### src/abs_pkg.sv
// Shared types and constants of the ascending block sorter.
package abs_pkg;

    localparam int DATA_W        = 32;
    localparam int MAX_ITEMS_DEF = 64;

    // One input word.
    typedef struct packed {
        logic signed [DATA_W-1:0] value;
        logic                     last;
    } abs_in_t;

    // One result word.
    typedef struct packed {
        logic signed [DATA_W-1:0] sorted_value;
        logic                     last_res;
        logic                     overflow;
    } abs_out_t;

    // Commands from the controller to the datapath.
    typedef struct packed {
        logic load;        // take the input word
        logic shift;       // move the read entry one place up
        logic place;       // write the held value at the insert position
        logic emit_start;  // start reading from entry zero
        logic emit_load;   // move read data into the output register
        logic emit_next;   // advance to the next entry
        logic clear;       // start a new block
    } abs_cmd_t;

    // Status from the datapath to the controller.
    typedef struct packed {
        logic full;        // store holds MAX_ITEMS values
        logic shift_go;    // entry below is greater than the held value
        logic out_last;    // current entry is the final one of the block
        logic out_taken;   // output word taken this cycle
    } abs_sts_t;

endpackage

### src/abs_ctrl.sv
// Controller state machine of the ascending block sorter.
module abs_ctrl
    import abs_pkg::*;
(
    input  logic     aclk,
    input  logic     aresetn,
    input  logic     s_valid,
    input  logic     s_last,
    output logic     s_ready,
    input  abs_sts_t sts,
    output abs_cmd_t cmd
);

    typedef enum logic [2:0] {
        ST_IDLE,
        ST_INSERT,
        ST_EMIT_START,
        ST_EMIT_LOAD,
        ST_EMIT_WAIT
    } state_t;

    state_t state_reg, state_next;
    logic   last_pend_reg, last_pend_next;

    // Decode commands and next state
    always_comb begin
        cmd            = '0;
        s_ready        = 1'b0;
        state_next     = state_reg;
        last_pend_next = last_pend_reg;
        unique case (state_reg)
            ST_IDLE: begin
                s_ready = 1'b1;
                if (s_valid) begin
                    cmd.load = 1'b1;
                    if (sts.full) begin
                        state_next = s_last ? ST_EMIT_START : ST_IDLE;
                    end else begin
                        last_pend_next = s_last;
                        state_next     = ST_INSERT;
                    end
                end
            end
            ST_INSERT: begin
                if (sts.shift_go) begin
                    cmd.shift = 1'b1;
                end else begin
                    cmd.place  = 1'b1;
                    state_next = last_pend_reg ? ST_EMIT_START : ST_IDLE;
                end
            end
            ST_EMIT_START: begin
                cmd.emit_start = 1'b1;
                state_next     = ST_EMIT_LOAD;
            end
            ST_EMIT_LOAD: begin
                cmd.emit_load = 1'b1;
                state_next    = ST_EMIT_WAIT;
            end
            ST_EMIT_WAIT: begin
                if (sts.out_taken) begin
                    if (sts.out_last) begin
                        cmd.clear  = 1'b1;
                        state_next = ST_IDLE;
                    end else begin
                        cmd.emit_next = 1'b1;
                        state_next    = ST_EMIT_LOAD;
                    end
                end
            end
            default: begin
                state_next = ST_IDLE;
            end
        endcase
    end

    // Hold state
    always_ff @(posedge aclk) begin
        if (!aresetn) begin
            state_reg     <= ST_IDLE;
            last_pend_reg <= 1'b0;
        end else begin
            state_reg     <= state_next;
            last_pend_reg <= last_pend_next;
        end
    end

endmodule

### src/abs_dpath.sv
// Datapath of the ascending block sorter: element memory, insert pointer, output register.
module abs_dpath
    import abs_pkg::*;
#(
    parameter int MAX_ITEMS = MAX_ITEMS_DEF
) (
    input  logic     aclk,
    input  logic     aresetn,
    input  abs_in_t  s_data,
    input  abs_cmd_t cmd,
    output abs_sts_t sts,
    output logic     m_valid,
    input  logic     m_ready,
    output abs_out_t m_data
);

    localparam int AW = $clog2(MAX_ITEMS);
    localparam int CW = $clog2(MAX_ITEMS + 1);

    logic signed [DATA_W-1:0] mem_r [MAX_ITEMS];

    logic [CW-1:0]            count_reg;
    logic                     ovf_reg;
    logic [AW-1:0]            pos_reg;
    logic [AW-1:0]            idx_reg;
    logic signed [DATA_W-1:0] held_reg;
    logic signed [DATA_W-1:0] rd_data_reg;
    logic                     m_valid_reg;
    abs_out_t                 m_word_reg;

    logic [AW-1:0]            rd_addr;
    logic [AW-1:0]            wr_addr;
    logic signed [DATA_W-1:0] wr_data;
    logic                     wr_en;
    logic [CW-1:0]            count_m1;

    assign count_m1 = count_reg - CW'(1);

    // Status toward the controller
    assign sts.full      = (count_reg == CW'(MAX_ITEMS));
    assign sts.shift_go  = (pos_reg != '0) && (rd_data_reg > held_reg);
    assign sts.out_last  = (CW'(idx_reg) == count_m1);
    assign sts.out_taken = m_valid_reg && m_ready;

    // Pick the read address for the next cycle
    always_comb begin
        priority if (cmd.load) begin
            rd_addr = count_m1[AW-1:0];
        end else if (cmd.emit_start) begin
            rd_addr = '0;
        end else if (cmd.emit_next) begin
            rd_addr = idx_reg + AW'(1);
        end else begin
            rd_addr = pos_reg - AW'(2);
        end
    end

    // Pick the write port
    assign wr_en   = cmd.shift || cmd.place;
    assign wr_addr = pos_reg;
    assign wr_data = cmd.shift ? rd_data_reg : held_reg;

    // Memory with registered read
    always_ff @(posedge aclk) begin
        if (wr_en) begin
            mem_r[wr_addr] <= wr_data;
        end
        rd_data_reg <= mem_r[rd_addr];
    end

    // Block count and overflow flag
    always_ff @(posedge aclk) begin
        if (!aresetn) begin
            count_reg <= '0;
            ovf_reg   <= 1'b0;
        end else if (cmd.clear) begin
            count_reg <= '0;
            ovf_reg   <= 1'b0;
        end else if (cmd.load) begin
            if (count_reg == CW'(MAX_ITEMS)) begin
                ovf_reg <= 1'b1;
            end else begin
                count_reg <= count_reg + CW'(1);
            end
        end
    end

    // Insert position, held value and emit index
    always_ff @(posedge aclk) begin
        if (cmd.load) begin
            held_reg <= s_data.value;
            pos_reg  <= count_reg[AW-1:0];
        end else if (cmd.shift) begin
            pos_reg <= pos_reg - AW'(1);
        end
        if (cmd.emit_start) begin
            idx_reg <= '0;
        end else if (cmd.emit_next) begin
            idx_reg <= idx_reg + AW'(1);
        end
    end

    // Output register: fill on load, drop valid when taken
    always_ff @(posedge aclk) begin
        if (!aresetn) begin
            m_valid_reg <= 1'b0;
        end else if (cmd.emit_load) begin
            m_valid_reg <= 1'b1;
        end else if (m_valid_reg && m_ready) begin
            m_valid_reg <= 1'b0;
        end
    end

    always_ff @(posedge aclk) begin
        if (cmd.emit_load) begin
            m_word_reg.sorted_value <= rd_data_reg;
            m_word_reg.last_res     <= (CW'(idx_reg) == count_m1);
            m_word_reg.overflow     <= ovf_reg;
        end
    end

    assign m_valid = m_valid_reg;
    assign m_data  = m_word_reg;

endmodule

### src/ascending_block_sorter_core.sv
// Top level of the ascending block sorter.
// Collects a block of signed 32-bit words (the final one flagged by last) into a
// memory of MAX_ITEMS entries with one read and one write port, keeping it in
// ascending order by insertion as each word arrives, then streams the block out
// smallest first with last_res on the final word. Words beyond MAX_ITEMS are dropped
// and every result of that block carries overflow. Each input word is placed by
// the read-compare-write loop on the memory, which moves one entry per cycle past
// every already stored word greater than it; a word dropped on a full store skips the
// insert loop. Output passes the EMIT_START and EMIT_LOAD states, with the registered
// memory read feeding the output register, and waits in EMIT_WAIT until each word is
// taken before reading the next. s_ready is low while inserting or emitting.
module ascending_block_sorter_core
    import abs_pkg::*;
#(
    parameter int MAX_ITEMS = MAX_ITEMS_DEF
) (
    input  logic     aclk,
    input  logic     aresetn,
    input  logic     s_valid,
    output logic     s_ready,
    input  abs_in_t  s_data,
    output logic     m_valid,
    input  logic     m_ready,
    output abs_out_t m_data
);

    abs_cmd_t cmd;
    abs_sts_t sts;

    abs_ctrl u_ctrl (
        .aclk    (aclk),
        .aresetn (aresetn),
        .s_valid (s_valid),
        .s_last  (s_data.last),
        .s_ready (s_ready),
        .sts     (sts),
        .cmd     (cmd)
    );

    abs_dpath #(
        .MAX_ITEMS (MAX_ITEMS)
    ) u_dpath (
        .aclk    (aclk),
        .aresetn (aresetn),
        .s_data  (s_data),
        .cmd     (cmd),
        .sts     (sts),
        .m_valid (m_valid),
        .m_ready (m_ready),
        .m_data  (m_data)
    );

endmodule

### config.mk
export PLATFORM = sky130hd
export DESIGN_NAME = ascending_block_sorter_core
export DESIGN_NICKNAME = d
export VERILOG_FILES = /design/src/abs_pkg.sv /design/src/abs_ctrl.sv /design/src/abs_dpath.sv /design/src/ascending_block_sorter_core.sv
export SDC_FILE = /design/constraint.sdc
export NUM_CORES = 2
export LEC_CHECK = 0
export CAP_MARGIN = 20
export CORE_ASPECT_RATIO = 0.8
export CORE_MARGIN = 4
export CORE_UTILIZATION = 25
export CTS_CLUSTER_SIZE = 20
export DETAILED_ROUTE_END_ITERATION = 8
export DONT_BUFFER_PORTS = 1
export HOLD_SLACK_MARGIN = 0.03
export PLACE_DENSITY_LB_ADDON = 0.12
export RECOVER_POWER = 100
export SKIP_LAST_GASP = 1
export SYNTH_ARGS = -nofsm -noshare
export SYNTH_HDL_FRONTEND = slang
export SYNTH_SLANG_ARGS = --single-unit
### constraint.sdc
create_clock -name aclk -period 4.4 [get_ports aclk]
set_clock_uncertainty 0.05 [all_clocks]
set_input_delay 0.88 -clock aclk [delete_from_list [all_inputs] [get_ports aclk]]
set_output_delay 0.88 -clock aclk [all_outputs]
set_load 0.03 [all_outputs]
---- After elaboration in Yosys (flattened, before gate mapping) ----
Memories as Yosys holds them, arrays and structs flattened. A register that Yosys moved wholly into a read port is not among the register bits.
Cells that the tools add are included.
Widths: inputs -> output; s select.
storage, ports and cells
  memories kept ........................... 1
  register bits ........................... 91
  bits in writable memories ............... 2048
  output and inout port bits .............. 36
cells by class
  muxes and demuxes ....................... 30
  reduce and logical (&&, ||, !) cells .... 12
  bitwise logic cells ..................... 2
  add/subtract/negate cells ............... 5
  equal/unequal tests ..................... 9
  $lt $le $gt $ge ......................... 1
memories
  name           words  bits a word  rd ports  clocked after memory_dff  write ports  line             RTL
  u_dpath.mem_r  64     32           1         1                         1            abs_dpath.sv:20  logic signed [DATA_W-1:0] mem_r [MAX_ITEMS];
operator list
  operator             count
  $gt 32x32->1         1
  $mux 32              1
  $mux 6               5
  $pmux 3 s5           1
  $mux 1               13
  $mux 2               6
  $mux 3               4
  $add 7x1->7 const B  1
  $eq 6x7->1           1
  $eq 7x7->1 const B   1
  $sub 7x1->7 const B  1
  $add 6x1->6 const B  1
  $eq 3x2->1 const B   2
  $ne 2x2->1 const B   3
  $reduce_and 3->1     2
  $reduce_bool 6->1    1
  $sub 6x1->6 const B  1
  $sub 6x2->6 const B  1
  $reduce_and 2->1     2
  $reduce_bool 2->1    2
  $eq 3x1->1 const B   1
  $eq 3x3->1 const B   1
  $logic_not 3->1      1
  $logic_and 1x1->1    2
  3 further kinds      4

---- Longest topological paths before layout ----
  depth after elaboration ................. 8
  depth in mapped cells ................... 18
  depth with buffers taken out ............ 12

---- Hierarchy ----
Synthesis repeated with hierarchy kept, for this count alone.
unflattened totals
  cell total of the unflattened synthesis .. 5905
  area total of the unflattened synthesis .. 86411.6 um^2
by module, submodules not included
  module     cells an instance  seq. area each (um^2)  instances  area each (um^2)
  abs_dpath  5863               64602.0                1          86017.5
  abs_ctrl   42                 80.1                   1          394.1

---- Worst setup path before layout ----
No wires, ideal clock.
  kind .................................... reg2reg
  start ................................... register u_dpath.count_reg[0]
  end ..................................... register u_dpath.rd_data_reg[19], read port of u_dpath.mem_r
  arrival ................................. 3.746 ns
  library setup time ...................... 0.127 ns
  cell stages (with the launch flop) ...... 18
  period minus slack after synthesis ...... 3.922 ns
  buffers on the path ..................... 6
  required time ........................... 4.223 ns
  setup slack ............................. 0.478 ns
  path through ............................ dfxtp_1 buf_6 inv_1 ha_1 nor3b_1 xnor3_1 nor4_1 a21o_2 buf_6 mux2i_4 buf_6 buf_2 buf_2 buf_2 nand3_1 nand3_1 a311oi_1 or3_1
on the way
  cells in the longest elaborated chain, start to end .. 8
ends and longest elaborated chain
  element                  line             RTL
  from (decl)              abs_dpath.sv:22  logic [CW-1:0] count_reg;
  from (signal assigned)   abs_dpath.sv:83  count_reg <= count_reg + CW'(1);
  $sub 7x1->7 *            abs_dpath.sv:37  assign count_m1 = count_reg - CW'(1);
  via u_dpath.count_m1[0]  abs_dpath.sv:35  logic [CW-1:0] count_m1;
  $eq 6x7->1               abs_dpath.sv:42  assign sts.out_last = (CW'(idx_reg) == count_m1);
  $mux 1                   abs_ctrl.sv:62   if (sts.out_last) begin
  $mux 2                   abs_ctrl.sv:61   if (sts.out_taken) begin
  $mux 2                   abs_ctrl.sv:31   unique case (state_reg)
  $mux 6                   abs_dpath.sv:51  end else if (cmd.emit_next) begin
  $mux 6                   abs_dpath.sv:49  end else if (cmd.emit_start) begin
  $mux 6 *                 abs_dpath.sv:47  priority if (cmd.load) begin
  to (decl)                abs_dpath.sv:27  logic signed [DATA_W-1:0] rd_data_reg;
Mark *: on every way through the listed nets, which the timed path passes. The rest lies on a longest branch.
A chain may end at the register's enable or synchronous reset.

---- Worst setup path after layout ----
  start ................................... register u_dpath.rd_data_reg[29], read port of u_dpath.mem_r
  end ..................................... memory u_dpath.mem_r[42][16], data pin
on the way
  cells in the longest elaborated chain, start to end .. 5
ends and longest elaborated chain
  element                  line             RTL
  $gt 32x32->1             abs_dpath.sv:41  assign sts.shift_go = (pos_reg != '0) && (rd_data_reg > held_reg);
  $logic_and 1x1->1        abs_dpath.sv:41
  $mux 1                   abs_ctrl.sv:45   if (sts.shift_go) begin
  $mux 2                   abs_ctrl.sv:31
  $mux 32                  abs_dpath.sv:61  assign wr_data = cmd.shift ? rd_data_reg : held_reg;
  via u_dpath.wr_data[16]  abs_dpath.sv:33  logic signed [DATA_W-1:0] wr_data;
  to (decl)                abs_dpath.sv:20
The timed path passes the listed nets, and every way through them passes these cells.

==> impl_metrics.env <==
export IMPL_setup_viol=15
export IMPL_post_route_util_pct=31.5
export IMPL_slew_limit_headroom_pct=-42.5
export IMPL_total_power_mw=68.0
export IMPL_ant_nets=0
export IMPL_clock_sinks=2171
export IMPL_post_dp_cell_area_mm2=0.0983
export IMPL_ioPinCount=73
export IMPL_end_kind="flip-flop"
export IMPL_total_leakage_power_nw=36.8
export IMPL_portBuffers=0
export IMPL_area_growth_pct=25.4
export IMPL_cts_tree="built"
export IMPL_synthDistinctLibCells=68
export IMPL_maxSlewViolCount=348
export IMPL_crit_buf_inv=3
export IMPL_final_nets=6844
export IMPL_antenna_found_initial=45
export IMPL_placed_cells=11000
export IMPL_via_per_inst=4.77
export IMPL_avgRoutedWirePerCell_um=28.3
export IMPL_routed_wl_mm=326
export IMPL_fmax_mhz=226
export IMPL_cpPeakStageDelay_ps=740
export IMPL_drc=0
export IMPL_core_area_mm2=0.342
export IMPL_synthCells=6126
export IMPL_synth_enable_flop_cells=2120
export IMPL_initial_core_util_pct=25.1
export IMPL_finalCritPeriodShare_pct=100
export IMPL_yosysTopAreaCell="edfxtp_1"
export IMPL_hold_viol=0
export IMPL_largest_register_ffs=2048
export IMPL_startpoint_type="flip-flop"
export IMPL_setup_ws_ps=-19.1
export IMPL_ys_seq_area_share_pct=75.1
export IMPL_regMostFlops="u_dpath.mem_r"
export IMPL_worst_path_max_fanout=48
export IMPL_cp_cell_sequence="ha_1 > a21o_1 > a21oi_1 > nor2_1 > a2111oi_0 > o21ai_0 > o31a_1 > nor3_2 > buf_4 > buf_12 > mux2_2 > buf_12"
export IMPL_grt_pass1_vias=52800
export IMPL_grt_max_degree=75
export IMPL_power_density_mw_per_mm2=630
export IMPL_fin_area_mm2=0.108
export IMPL_htreeDepth=4
export IMPL_fin_tns_setup_ps=-131
export IMPL_ys_ff_latch=2171
export IMPL_drt_pass1_iter_count=6
export IMPL_grt_first_pass_wirelength_mm=445
export IMPL_place_ws_ps=-734
export IMPL_holdWs_ps=99.0
export IMPL_initialDrtViolationCount=5702
export IMPL_num_vias=55100
export IMPL_fp_dieW_um=664
export IMPL_syn_nets=6205
export IMPL_rows=192
export IMPL_synth_top_area_share_pct=74.0
export IMPL_synthTopCellsByArea="edfxtp_1 (74%), nand2_1 (6.3%), nand3_1 (4.2%), mux2i_1 (3.4%), dfxtp_1 (1.2%)"
export IMPL_critPathRequiredTime_ps=4880
export IMPL_clock_path_buffers=4
export IMPL_worst_slew_pin_transition_ps=2130
export IMPL_clock_latency_ps=930
export IMPL_cts_root_buf="clkbuf_16"
export IMPL_synth_main_ff_cell="edfxtp_1"
export IMPL_arrival_ps=4900
export IMPL_violations="capacitance limit, slew limit, setup timing"
export IMPL_globalRouteTotalUtil_pct=17.8
export IMPL_grt_overflow=0
export IMPL_drv_cap=12
export IMPL_die_area_mm2=0.354
export IMPL_synth_warnings=0
export IMPL_synthesis_area_mm2=0.0861
export IMPL_crit_type="reg2reg"
export IMPL_place_gp_congestion=0.802
export IMPL_min_path_type="in2reg"
export IMPL_finalCriticalPeriod_ps=4420
export IMPL_crit_slowest_cell="dfxtp_1"
export IMPL_die_h_um=533
export IMPL_crit_path_frequent_cell="buf_12"
export IMPL_drive_gt1_share_pct=18.8
export IMPL_rsz0062_at_grt="true"
export IMPL_peakVddDrop_v=0.000383
export IMPL_status="finished with violations"
export IMPL_dpl_hpwl_mm=197
export IMPL_cts_buffers=240
export IMPL_async_flop_share_pct=0
export IMPL_final_cells=11500
export IMPL_syn_area_per_cell_um2=14.1
export IMPL_critPathTopFamily="compound AO/OA/AOI/OAI gates"
export IMPL_clk_pin_slew_ps=60
layout by cell type, fill, tap and decap left out, drive strengths merged, types with 12 or more instances in the layout:
master / instances
nand2: 1440
mux2i: 294
diode: 23
a32o: 12
buf: 702
mux4: 12
or3: 27
clkinv: 92
nor3: 29
dfxtp: 51
inv: 88
a22oi: 42
xor2: 17
o21ai: 33
a211oi: 44
or4: 12
a32oi: 77
bufinv: 15
nand3: 722
mux2: 34
o22ai: 34
a21oi: 189
ha: 42
dlygate4sd3: 33
clkbuf: 364
a2111oi: 52
xnor2: 15
a311oi: 42
edfxtp: 2120
a31oi: 32
nand4: 42
nor2: 141
o2111ai: 31
final cells by class:
type	instances	area (um2)
diodes	23	57.6
flip-flops and latches	2171	64700
clock inverters	118	1000
fillers	33900	234000
clock buffers	316	6460
well taps	4559	5700
repair buffers	789	9100
inverters	85	319
multi-input cells	3478	20600
worst paths after layout:
| check | from | endpoint | slack (ps) | depth (start not counted) |
|---|---|---|---|---|
| max | u_dpath.rd_data_reg[29] | u_dpath.mem_r[42][16] | -20 | 12 |
| max reg2reg | u_dpath.rd_data_reg[29] | u_dpath.mem_r[42][16] | -20 | 12 |
| min | aresetn | u_ctrl.state_reg[0] | 100 | 2 |
| min reg2reg | u_dpath.ovf_reg | u_dpath.m_data[0] | 460 | 0 |
power by group:
| group | switching [mW] | leakage [nW] | internal (mW) |
|---|---|---|---|
| Sequential | 0.584 | 19.5 | 24.8 |
| Clock | 8.43 | 3.65 | 11.1 |
| Combinational | 15.0 | 13.6 | 8.07 |
| Total | 24.0 | 36.8 | 44.0 |
logic make-up (layout without fill, tap and decap cells):
kind of cell,Yosys count,in the layout,synth area share (%)
flops,2171,2171,75.1
fa+ha+maj,42,42,0.610
mux,340,340,4.20
buf+inv,477,1308,2.50
compound gates,619,619,5.04
other cells,0,23,0
xor+xnor,33,33,0.352
simple gates,2444,2444,12.2
worst reg2reg max path: stages, from the launching register on:
cell and delay [ps]:
dfxtp_1 740, ha_1 380, a21o_1 180, a21oi_1 170, nor2_1 60, a2111oi_0 560, o21ai_0 270, o31a_1 360
nor3_2 160, buf_4 220, buf_12 140, mux2_2 430, buf_12 200
Yosys cell counts (41+ instances only):
master     number
a21oi_1       189
inv_1          84
nor2_1        141
dfxtp_1        51
nand2_1      1439
a22oi_1        42
a32oi_1        77
a311oi_1       42
nand4_1        42
buf_2         153
nand3_1       722
mux2i_1       293
edfxtp_1     2120
clkbuf_1      165
a211oi_1       41
ha_1           42
a2111oi_0      52
what timing repair did:
item,CTS,global route
hold buffers,33,0
endpoints found under the setup margin,32,32
pin swaps,12,32
resized for setup,95,108
cloned,11,6
hold endpoints to repair,34,0
setup buffers,34,36
routing by layer:
| metal | routed length (um) | vias up | GRT usage (%) |
|---|---|---|---|
| li1 | - | 24300 | - |
| met1 | 163000 | 28800 | 27.7 |
| met2 | 138000 | 1692 | 26.0 |
| met3 | 20600 | 294 | 2.85 |
| met4 | 5140 | 6 | 2.96 |
| met5 | 41 | - | 0 |
No activity file was read; power rests on OpenSTA's default activity.
